## src/hdl/npc_pkg.sv

```systemverilog
// Shared types, constants and a helper function for the nearest palette color search.
package npc_pkg;

   localparam int DEFAULT_DEPTH = 256;
   localparam int ENTRY_W = 8;
   localparam int COLOR_W = 8;
   localparam int SQ_W = 2 * COLOR_W;
   localparam int DIST_W = 18;
   localparam int MAX_DISTANCE = 195075;

   typedef enum logic {
      OP_WRITE = 1'b0,
      OP_QUERY = 1'b1
   } npc_op_type;

   typedef enum logic [1:0] {
      ST_IDLE,
      ST_SCAN,
      ST_DRAIN,
      ST_FINISH
   } npc_state_type;

   typedef struct packed {
      logic [COLOR_W-1:0] red;
      logic [COLOR_W-1:0] green;
      logic [COLOR_W-1:0] blue;
   } npc_color_type;

   // Control that travels with the entry leaving the head of the palette ring.
   typedef struct packed {
      logic               seed;
      logic               valid;
      logic [ENTRY_W-1:0] index;
   } npc_tap_type;

   function automatic logic [COLOR_W-1:0] abs_diff(input logic [COLOR_W-1:0] a,
                                                   input logic [COLOR_W-1:0] b);
      return (a >= b) ? (a - b) : (b - a);
   endfunction

endpackage

```

## src/hdl/npc_cell.sv

```systemverilog
// One palette cell: holds an RGB entry and passes it to its neighbor while the ring rotates.
module npc_cell import npc_pkg::*; (
   input  logic          clock,
   input  logic          reset,
   input  logic          shift,
   input  logic          load,
   input  npc_color_type load_data,
   input  npc_color_type next_data,
   output npc_color_type data
);

   npc_color_type data_ff;
   npc_color_type data_in;

   always_comb begin
      data_in = data_ff;
      if (load) begin
         data_in = load_data;
      end else if (shift) begin
         data_in = next_data;
      end
   end

   always_ff @(posedge clock) begin
      if (reset) begin
         data_ff <= '0;
      end else begin
         data_ff <= data_in;
      end
   end

   assign data = data_ff;

endmodule

```

## config.mk

```make
export PLATFORM = sky130hd
export DESIGN_NAME = npc_cell
export DESIGN_NICKNAME = d
export VERILOG_FILES = /design/src/hdl/npc_pkg.sv /design/src/hdl/npc_cell.sv
export SDC_FILE = /design/constraint.sdc
export NUM_CORES = 1
export LEC_CHECK = 0
export ABC_AREA = 0
export BUFFER_PORTS_ARGS = -buffer_cell sky130_fd_sc_hd__buf_2
export CAP_MARGIN = 20
export CORE_MARGIN = 2
export CORE_UTILIZATION = 42
export CTS_CLUSTER_DIAMETER = 120
export DETAILED_ROUTE_END_ITERATION = 10
export GPL_ROUTABILITY_DRIVEN = 0
export GPL_TIMING_DRIVEN = 0
export PLACE_DENSITY = 0.89
export SYNTH_ARGS = -nofsm -noshare
export SYNTH_HDL_FRONTEND = slang
export SYNTH_SLANG_ARGS = --single-unit
```

## constraint.sdc

```tcl
create_clock -name clock -period 0.8 [get_ports clock]
set_input_delay 0.12 -clock clock [delete_from_list [all_inputs] [get_ports clock]]
set_output_delay 0.12 -clock clock [all_outputs]
set_load 0.02 [all_outputs]
```

-- Word-level counts from Yosys, hierarchy flattened
Cells that the tools add are included.
Widths: inputs -> output; s select.
- bitwise operators: 0
- reductions and logical operators: 1
- shift-type cells: 0
- multiply operators: 0
- muxes and demuxes: 2
- $add $sub $neg: 0
- divide/modulo/power cells: 0
- eq/ne operators: 0
- magnitude comparators: 0
- operator list (kind ; number):
    $mux 24 ; 2
    $reduce_bool 2->1 ; 1
- bits in latches: 0
- output and inout port bits: 24
- RAM bits: 0
- logic and storage cells: 6
- ROM bits: 0
- memories kept: 0
- register bits after elaboration: 24
- input bits: 52

-- Logic depth before layout (Yosys ltp)
- word-level depth: 2
- mapped depth: 4
- mapped depth without buffers: 2

-- Worst setup path before layout
No wires, ideal clock.
- path type: reg2reg
- start point: register data[0] (netlist name)
- end point: register data_ff, in the netlist data[0]
- buffers on the path: 0
- stages on the path, launching flop included: 3
- data arrival time: 0.724 ns
- clock period less this slack: 0.803 ns
- library setup time: 0.079 ns
- slack: -0.003 ns
- required time: 0.721 ns
- path through: dfxtp_1 > mux2i_1 > a211oi_2
- RTL lines (item ; line ; source):
    end signal, assigned ; npc_cell.sv:28 ; data_ff <= data_in;
    end, declared ; npc_cell.sv:12 ; npc_color_type data_ff;

-- Final worst setup path
- start point: register data_ff, in the netlist data[2]
- end point: output data[2] (netlist bit)
- RTL lines (item ; line ; source):
    end, declared ; npc_cell.sv:9 ; output npc_color_type data
No word-level cell between the ends.

==> run_results.csv <==
group,metric,value,unit
outcome,status,"finished, violations left",
outcome,violations,"negative setup slack",
grt,first_global_vias,1166,
critical_path,worstPathCellList,"buf_6",
routing,drt-initial-drc-count,18,
sta,layout_min_cycle_time,908,ps
cells_and_area,post-route-util,68.2,%
critical_path,rr_endpoint,"data[4]",
yosys,synth_fa_ha_area_share,0,%
sta,slew_headroom,77.6,%
grt,grt_max_degree,14,
yosys,netlist.area_leader.share,38.9,%
sta,setup_viol,28,
clock_network,cts_tree,"built",
yosys,syn_inst,106,
routing,ant_nets,0,
pwr,p_int,2.04,mW
yosys,synthSimpleGateAreaFrac,12.2,%
sta,min_period_over_period,114,%
critical_path,crit_type,"reg2out",
yosys,synth_fp_nets,158,
hold_path,hold_class,"in2reg",
floorplanning,die_h,58.2,um
pwr,seq_power_share,48.3,%
clock_network,numCtsBuffers,3,
yosys,synthMuxAreaShare,19.5,%
routing,drcViolationCount,0,
placed_design,portBuffers,74,
cells_and_area,largest_reg_flops,24,
clock_network,insertion_delay,310,ps
critical_path,critPathCaptureType,"output port",
placed_design,pre_cts_slack,-216,ps
yosys,synth_top_family_by_area,"compound AO/OA/AOI/OAI gates",
sta,drv_slew,0,
pwr,switchingPower,0.795,mW
yosys,yosysSeqAreaShare,38.9,%
hold_path,worstHoldStart,"reset",
hold_path,holdPathStages,2,
floorplanning,core_area,0.00278,mm2
critical_path,cpMaxStageDelayCell,"dfxtp_2",
pwr,p_leak,0.878,nW
critical_path,reg2reg_slack,-40,ps
sta,rsz0062_at_grt,"true",
yosys,synth-xor-area-share,0,%
routing,routed_wl,3120,um
critical_path,ff2ff_path_depth,3,
yosys,synth_top_area_cell,"dfxtp_1",
yosys,syn_area,0.00123,mm2
yosys,synthDistinctLibCells,10,
grt,grt_usage,18.9,%
routing,vias,1108,
clock_network,clock_sinks,24,
floorplanning,rows,19,
yosys,synth_area_per_cell,11.6,um2
cells_and_area,n_antenna_cell,0,
placed_design,dpl.hpwl,2300,um
critical_path,cpPeakStageDelay,370,ps
sta,max_slew.worst_pin.slew,336,ps
hold_path,hold_end,"data[21]",
floorplanning,die-area,0.00339,mm2
critical_path,arrival,790,ps
routing,first_pass_iters,4,
pwr,pwr-share-comb,29.6,%
cells_and_area,fin_nets,241,
critical_path,worstPathRequired,680,ps
cells_and_area,syn_to_final_growth,53.8,%
routing,vias_per_cell,5.06,
pwr,total_power,2.83,mW
sta,max_freq,1100,MHz
cells_and_area,nFillCells,226,
clock_network,clockBufferDepth,2,
critical_path,cp-start-kind,"register",
yosys,synth_compound_area_share,22.7,%
pwr,p_per_area,1490,mW/mm2
cells_and_area,layout-drive-gt1-share,71.3,%
yosys,yosys_warnings,0,
yosys,synth_area_leaders,"dfxtp_1 (39%), a211oi_2 (20%), mux2i_1 (19%), nor2b_1 (12%), buf_12 (3.2%)",
grt,overflow,0,
critical_path,critPathMaxFanout,2,
sta,fin_ws,-108,ps
critical_path,r2r_start,"data[4]",
sta,clock_skew,0,ps
pwr,ir_worst_vdd,0.00110,V
routing,wl_per_cell,14.2,um
sta,finalHoldViolations,0,
grt,antenna_found_initial,0,
clock_network,cts-htree-levels,1,
cells_and_area,mostFrequentLayoutCells,"buf_2 (54), buf_6 (26), nor2b_1 (24), dfxtp_2 (24), mux2i_1 (23)",
pwr,p_sw_share,28.1,%
floorplanning,ios,76,
critical_path,cp_num_buf_inv,1,
clock_network,cts_root_buf,"clkbuf_4",
grt,grt_pass1_wl,4940,um
job,drv_cap,0,
floorplanning,initial_core_util,44.4,%
yosys,synth-seq-cells,24,
clock_network,clk_pin_slew_worst_paths,130,ps
floorplanning,die_x,58.2,um
cells_and_area,final_common_cell,"buf_2",
pwr,clkPwrFrac,22.1,%
critical_path,critPathTopFamily,"flip-flops",
[worst max path at each step]
stage / startpoint / cells after the start / to
2_1_floorplan: data[21] / 2 / data[21]
3_3_place_gp: load / 4 / data[4]
3_5_place_dp: load / 4 / data[4]
4_1_cts: data[2] / 1 / data[2]
5_1_grt: data[2] / 1 / data[2]
6_report: data[2] / 1 / data[2]
[logic make-up after synthesis]
family          count (synthesis)
simple gates                   24
compound gates                 24
buf+inv                        10
mux                            24
flops                          24
[synthesized netlist by cell type, drive strengths merged]
cell and number:
a211oi 24, buf 7, clkbuf 2, dfxtp 24, inv 1, mux2i 24, nor2b 24
[through the flow]
step	std cells	area [um2]	TNS (ps)	hold WS, ps
detailed placement	211	1670	-3510	365
global placement	211	1670	-2680	363
CTS	216	1870	-2690	10.6
finish	219	1900	-2380	24.8
global route	219	1900	-3310	24.0
floorplan	106	1260	0	193
[layer usage]
layer / vias up / GRT usage (%) / share of wire [%] / routed length (um)
met4: 0 / 9.30 / 2.2 / 68
met1: 522 / 21.5 / 39 / 1210
met3: 6 / 1.56 / 4.0 / 126
met5: - / 0 / 0 / 0
met2: 33 / 34.9 / 55 / 1720
li1: 547 / - / - / -
[layout make-up]
class | instances | area [um2] | area share (%)
multi-input combinational | 72 | 674 | 35.6
timing repair buffer | 78 | 554 | 29.2
sequential | 24 | 510 | 26.9
buffer | 9 | 78.8 | 4.16
tap | 31 | 38.8 | 2.04
clock buffer | 4 | 36.3 | 1.91
inverter | 1 | 3.75 | 0.198
[power by group through the flow]
stage          combinational, mW  sequential, mW  clock [mW]
6_report                   0.839            1.37       0.625
3_3_place_gp               0.686            1.36           0
2_1_floorplan              0.327            1.49           0
4_1_cts                    0.821            1.37       0.660
3_5_place_dp               0.708            1.37           0
5_1_grt                    0.897            1.38       0.692
[what timing repair did]
action | CTS | global route
hold buffers | 0 | 0
gates resized for setup | 53 | 1
setup buffers | 1 | 3
endpoints found under the setup margin | 24 | 28
pin swaps | 1 | 5
Note: power is estimated with default switching activity, not from simulation.
