<file path="src/hdl/npc_pkg.sv">
// Shared types, constants and a helper function for the nearest palette color search.
package npc_pkg;

   localparam int DEFAULT_DEPTH = 256;
   localparam int ENTRY_W = 8;
   localparam int COLOR_W = 8;
   localparam int SQ_W = 2 * COLOR_W;
   localparam int DIST_W = 18;
   localparam int MAX_DISTANCE = 195075;

   typedef enum logic {
      OP_WRITE = 1'b0,
      OP_QUERY = 1'b1
   } npc_op_type;

   typedef enum logic [1:0] {
      ST_IDLE,
      ST_SCAN,
      ST_DRAIN,
      ST_FINISH
   } npc_state_type;

   typedef struct packed {
      logic [COLOR_W-1:0] red;
      logic [COLOR_W-1:0] green;
      logic [COLOR_W-1:0] blue;
   } npc_color_type;

   // Control that travels with the entry leaving the head of the palette ring.
   typedef struct packed {
      logic               seed;
      logic               valid;
      logic [ENTRY_W-1:0] index;
   } npc_tap_type;

   function automatic logic [COLOR_W-1:0] abs_diff(input logic [COLOR_W-1:0] a,
                                                   input logic [COLOR_W-1:0] b);
      return (a >= b) ? (a - b) : (b - a);
   endfunction

endpackage

</file>
<file path="src/hdl/npc_dist.sv">
// Distance unit: squares the channel differences, then keeps the running minimum.
module npc_dist import npc_pkg::*; (
   input  logic               clock,
   input  logic               reset,
   input  npc_tap_type        tap,
   input  npc_color_type      query,
   input  npc_color_type      entry,
   output logic [ENTRY_W-1:0] nearest_index,
   output logic [DIST_W-1:0]  best_distance
);

   logic [COLOR_W-1:0] diff_r;
   logic [COLOR_W-1:0] diff_g;
   logic [COLOR_W-1:0] diff_b;

   logic [SQ_W-1:0]    sq_r_ff, sq_r_in;
   logic [SQ_W-1:0]    sq_g_ff, sq_g_in;
   logic [SQ_W-1:0]    sq_b_ff, sq_b_in;
   logic               s1_valid_ff;
   logic [ENTRY_W-1:0] s1_index_ff;

   logic [DIST_W-1:0]  sum;
   logic [DIST_W-1:0]  best_dist_ff, best_dist_in;
   logic [ENTRY_W-1:0] best_idx_ff, best_idx_in;

   always_comb begin
      diff_r  = abs_diff(query.red, entry.red);
      diff_g  = abs_diff(query.green, entry.green);
      diff_b  = abs_diff(query.blue, entry.blue);
      sq_r_in = SQ_W'(diff_r) * SQ_W'(diff_r);
      sq_g_in = SQ_W'(diff_g) * SQ_W'(diff_g);
      sq_b_in = SQ_W'(diff_b) * SQ_W'(diff_b);
   end

   always_ff @(posedge clock) begin
      sq_r_ff     <= sq_r_in;
      sq_g_ff     <= sq_g_in;
      sq_b_ff     <= sq_b_in;
      s1_index_ff <= tap.index;
   end

   always_ff @(posedge clock) begin
      if (reset) begin
         s1_valid_ff <= 1'b0;
      end else begin
         s1_valid_ff <= tap.valid;
      end
   end

   // The seed is above every reachable distance, so the first entry always wins and
   // the strict compare keeps the lowest index on a tie.
   always_comb begin
      sum          = DIST_W'(sq_r_ff) + DIST_W'(sq_g_ff) + DIST_W'(sq_b_ff);
      best_dist_in = best_dist_ff;
      best_idx_in  = best_idx_ff;
      if (tap.seed) begin
         best_dist_in = '1;
         best_idx_in  = ENTRY_W'(1);
      end else if (s1_valid_ff && (sum < best_dist_ff)) begin
         best_dist_in = sum;
         best_idx_in  = s1_index_ff;
      end
   end

   always_ff @(posedge clock) begin
      if (reset) begin
         best_dist_ff <= '1;
         best_idx_ff  <= ENTRY_W'(1);
      end else begin
         best_dist_ff <= best_dist_in;
         best_idx_ff  <= best_idx_in;
      end
   end

   assign nearest_index = best_idx_ff;
   assign best_distance = best_dist_ff;

endmodule

</file>
<file path="config.mk">
export PLATFORM = sky130hd
export DESIGN_NAME = npc_dist
export DESIGN_NICKNAME = d
export VERILOG_FILES = /design/src/hdl/npc_pkg.sv /design/src/hdl/npc_dist.sv
export SDC_FILE = /design/constraint.sdc
export NUM_CORES = 1
export LEC_CHECK = 0
export ABC_AREA = 1
export BUFFER_PORTS_ARGS = -buffer_cell sky130_fd_sc_hd__buf_2
export CAP_MARGIN = 20
export CORE_ASPECT_RATIO = 0.7
export CORE_MARGIN = 2
export CORE_UTILIZATION = 35
export DETAILED_ROUTE_END_ITERATION = 6
export GPL_ROUTABILITY_DRIVEN = 0
export HOLD_SLACK_MARGIN = 0.06
export REMOVE_ABC_BUFFERS = 1
export SLEW_MARGIN = 20
export SYNTH_ARGS = -nofsm -noshare
export SYNTH_HDL_FRONTEND = slang
export SYNTH_SLANG_ARGS = --single-unit
</file>
<file path="constraint.sdc">
create_clock -name clock -period 17.2 [get_ports clock]
set_input_delay 1.72 -clock clock [delete_from_list [all_inputs] [get_ports clock]]
set_output_delay 1.72 -clock clock [all_outputs]
set_load 0.02 [all_outputs]
</file>
Word-level counts from Yosys, hierarchy flattened
Cells that the tools add are included.
{"block": "word_totals", "inputBits": 60, "regBits": 83}
{"block": "classes", "n_addsub": 8, "order_cmp": 4, "reduce_logical": 2, "n_mux": 3, "multipliers": 3}
{"op": "8-bit by 8-bit multiplier with 16-bit output", "count": 3}
{"op": "8-bit subtractor", "count": 6}
{"op": "8-bit >= comparator", "count": 3}
{"op": "8-bit two-way mux", "count": 3}
{"op": "17-bit by 16-bit adder with 18-bit output", "count": 1}
{"op": "18-bit less-than comparator", "count": 1}
{"op": "16-bit by 16-bit adder with 17-bit output", "count": 1}
{"op": "2-bit OR reduction", "count": 1}
{"op": "1-bit logical AND", "count": 1}

Longest topological paths before layout
{"block": "logic_depth", "ltp_word": 4, "ltp_mapped": 31, "mapped_depth_nobuf": 30}

Worst setup path after synthesis
Ideal clock, no wire load.
{"block": "synth_timing", "path_type": "input-to-reg", "from": "input query[8] in the netlist's numbering", "to": "register sq_g_ff[13]", "required_time_ps": 17088, "arrival_time_ps": 6465, "cell_stages": 25, "setup_slack_ps": 10623, "cell_sequence": "inv_1 ha_1 inv_1 fa_1 nand3_1 nand3_1 nand2_1 nand3_4 o21ai_1 inv_2 nor2_1 fa_1 fa_1 inv_1 fa_1 fa_1 inv_1 ha_1 a21oi_1 a21boi_0 o21ai_0 nand2_1 nand2_1 nand2_1 nand2_1"}
{"block": "synth_between", "elab_chain_cells": 3, "elab_cells_between_ends": 5, "cone_classes": "add/sub: 2; mul: 1; order compare: 1; mux: 1"}
{"item": "start, declared", "line": "npc_dist.sv:6", "source": "input npc_color_type query,"}
{"item": "8-bit subtractor or 8-bit >= comparator (tied branches)", "line": "npc_pkg.sv:38", "source": "return (a >= b) ? (a - b) : (b - a);"}
{"item": "8-bit two-way mux *", "line": "npc_pkg.sv:38"}
{"item": "8-bit by 8-bit multiplier with 16-bit output *", "line": "npc_dist.sv:31", "source": "sq_g_in = SQ_W'(diff_g) * SQ_W'(diff_g);"}
{"item": "named net sq_g_in[13]", "line": "npc_dist.sv:17", "source": "logic [SQ_W-1:0] sq_g_ff, sq_g_in;"}
{"item": "end signal, assigned", "line": "npc_dist.sv:37", "source": "sq_g_ff <= sq_g_in;"}
{"item": "end, declared", "line": "npc_dist.sv:17"}
Mark *: on every way through the listed nets, which the timed path passes. The rest lies on a longest branch.
A chain may end at the register's enable or synchronous reset.

Worst setup path after layout
{"block": "layout_timing", "from": "input query[8] in the netlist's numbering", "to": "register sq_g_ff[12]"}
The elaborated chain is that of the path after synthesis.

==> impl_metrics.yaml <==
status:
  status: "finished, final reports clean"
sta:
  finalMaxSlewViolations: 0
  final_worst_path_period_share_pct: 39.52
  setup_violations: 0
  fmax_ghz: 0.1471
  hold_violation_count_in_the_final_report: 0
  postLayoutSetupSlackWorst_ps: 10400
  timing.max_slew.rel_slack_pct: 52.49
  finalWorstPathRequiredPeriod_ps: 6797
  fin_setup_tns_ps: 0
  worst_clock_skew_ps: 5.654
  grt_setup_unrepaired: "false"
  tightestPinTransition_ps: 710.9
setup_path:
  arrival_ps: 7030
  cp_max_fo: 9
  path_common_cell: "nand2_1"
  critical_path.reg2reg.startpoint: "sq_b_ff[4]$_DFF_P_"
  crit_required_ps: 17440
  reg2reg_setup_slack_ps: 12840
  crit_slowest_cell: "fa_1"
  crit_path_end_kind: "flop"
  timing.setup.critical_path_class: "in -> reg"
  setup.worst_path.start_class: "primary input"
  cpPeakStageDelay_ps: 530
  cp-startpoint: "query[8]"
  number_of_cells_on_the_worst_reg_to_reg_path: 18
  crit_path_end: "sq_g_ff[12]$_DFF_P_"
  timing.rr.end: "best_distance[4]$_SDFFE_PP1P_"
yosys:
  ys_seq_area_share_pct: 14.25
  yosysMostFrequentCell: "nand2_1"
  netlist_cell_types: 40
  synth_flop_cell: "dfxtp_1"
  synth.cell_area_um2: 11240
  postSynth.asyncResetShare_pct: 0
  netlist_instances: 1576
  post_synth_main_area_contributors: "ha_1 (18%), fa_1 (17%), dfxtp_1 (14%), nand2_1 (13%), inv_1 (11%)"
  synth.ff_latch_count: 80
  synth_warnings: 0
  synth_area_leader_cell: "ha_1"
  synth.top_cells.by_count: "nand2_1 (396), inv_1 (334), ha_1 (166), nor2_1 (131), fa_1 (97)"
  synth_edf_count: 0
  post-synth-top-area-fraction_pct: 18.48
  synthesis.area_per_instance_um2: 7.132
min_path:
  holdCritPathClass: "reg -> reg"
  min_path_cells: 2
global_routing:
  grt_max_degree: 27
  grtUsageMet2_pct: 21.68
  wire_length_of_the_first_global_routing_pass_um: 41770
  grt_overflow_total: 0
  vias_in_the_first_global_route: 9020
  met1_usage_pct: 23.48
  grt_util_met3_pct: 1.840
  grt.busiest_layer: "met1"
  number_of_antenna_violations_at_the_first_check_in_global_routing: 0
  combined_global_route_utilization_of_all_metal_layers_pct: 14.82
die:
  die_x_um: 218.2
  floorplan.die_area_um2: 33590
  initial_utilization_pct: 35.85
  core.rowCount: 54
  fp.coreArea_um2: 31350
  die_h_um: 153.9
  ioPinCount: 86
finish:
  final_design_area_no_fill_um2: 12370
  layout-drive-gt1-share_pct: 10.03
  num-fill-cells: 3309
  layout.core_utilization_pct: 39.47
  area.growth.synth_to_final_pct: 10.10
  design.final.nets: 1983
  n_antenna_cell: 0
detailed_routing:
  drt-initial-drc-count: 575
  wire_per_inst_um: 11.44
  final_antenna_net_count: 0
  drt_pre_antenna_iters: 7
  routed_via_density: 4.496
  drc: 0
  total_number_of_vias: 9375
  drt_wl_total_um: 23850
placement:
  place_worst_setup_slack_ps: 10050
  portBuffers: 85
  place_hpwl_um: 20520
  placedInstanceArea_um2: 12090
cts:
  ctsHtreeMaxLevel: 3
  ctsLongestPathBuffers: 2
  clkLatencyLatePin_ps: 340
  clock_tree_from_tritoncts: "done"
  cts_resized: 0
  clock_edge_transition_at_the_registers_on_the_reported_setup_and_hold_paths_ps: 60
  cts.repair_timing.setup_buffer_count: 0
  root_buffer: "clkbuf_16"
  cts_made_buffers: 9
  cts_hold_buffers: 0
  cts.sink_count: 80
job:
  maxCapViolations: 0
==> through the flow <==
| step | cells | hold WS [ps] |
|---|---|---|
| final | 2085 | 441.5 |
| after global routing | 2085 | 479.8 |
| after CTS | 2085 | 442.2 |
| after detailed placement | 2069 | 414.6 |
| after global placement | 2069 | 423.6 |
| after floorplan | 1563 | 406.1 |
==> layout by cell type (no fill, tap or decap), types with 21 or more instances in the layout <==
cell,instances
nand2_1,396
a21oi_1,57
nor2_1,131
xor2_1,38
buf_2,85
nand2_2,27
nand3_1,92
xnor2_1,22
ha_1,166
dfxtp_1,80
o21ai_0,21
fa_1,97
inv_1,334
==> critical path, delay by kind of cell <==
family                   cells  cell delay [ps]
XOR/XNOR                     1              210
adder cells (fa/ha/maj)      6             2430
buffers and inverters        7              550
AO/OA/AOI/OAI                4              800
AND/OR/NAND/NOR             12             1310
==> layout make-up <==
cell class                 instances  area [µm²]  share of cell area (%)
tap                              420       525.5                   4.247
timing repair buffer              86       432.9                   3.498
clock inverter                     6       52.55                  0.4247
clock buffer                      10       229.0                   1.850
sequential                        80        1602                   12.94
multi-input combinational       1135        8224                   66.46
inverter                         348        1309                   10.58
==> worst min-delay path by stage <==
stage                                 from                            end  slack (ps)
floorplan           s1_index_ff[0]$_DFF_P_  nearest_index[0]$_SDFFE_PP1P_         410
global placement    s1_index_ff[0]$_DFF_P_  nearest_index[0]$_SDFFE_PP1P_         420
detailed placement  s1_index_ff[0]$_DFF_P_  nearest_index[0]$_SDFFE_PP1P_         410
CTS                 s1_index_ff[0]$_DFF_P_  nearest_index[0]$_SDFFE_PP1P_         440
global route        s1_index_ff[0]$_DFF_P_  nearest_index[0]$_SDFFE_PP1P_         480
finish              s1_index_ff[0]$_DFF_P_  nearest_index[0]$_SDFFE_PP1P_         440
==> flip-flops by register name (all words and copies together) (netlist names) <==
register       count
best_distance     18
sq_b_ff           15
sq_g_ff           15
sq_r_ff           15
nearest_index      8
s1_index_ff        8
s1_valid_ff        1
==> metal layers <==
layer | share of wire, % | vias up
li1 | - | 4970
met1 | 57 | 4227
met2 | 39 | 172
met3 | 4.0 | 6
met4 | 0.36 | 0
met5 | 0 | -
==> cells by family after synthesis <==
group                    count (synthesis)  share of synthesized area [%]
XOR/XNOR                                60                          4.675
adder cells (fa/ha/maj)                263                          35.76
flip-flops                              80                          14.25
AND/OR/NAND/NOR                        693                          26.63
buffers and inverters                  362                          12.61
AO/OA/AOI/OAI                          116                          6.011
other                                    2                        0.06682
Power is left out: the tool's default activity adds up to more than one toggle a clock period on the data nets, which glitch-free logic cannot reach.
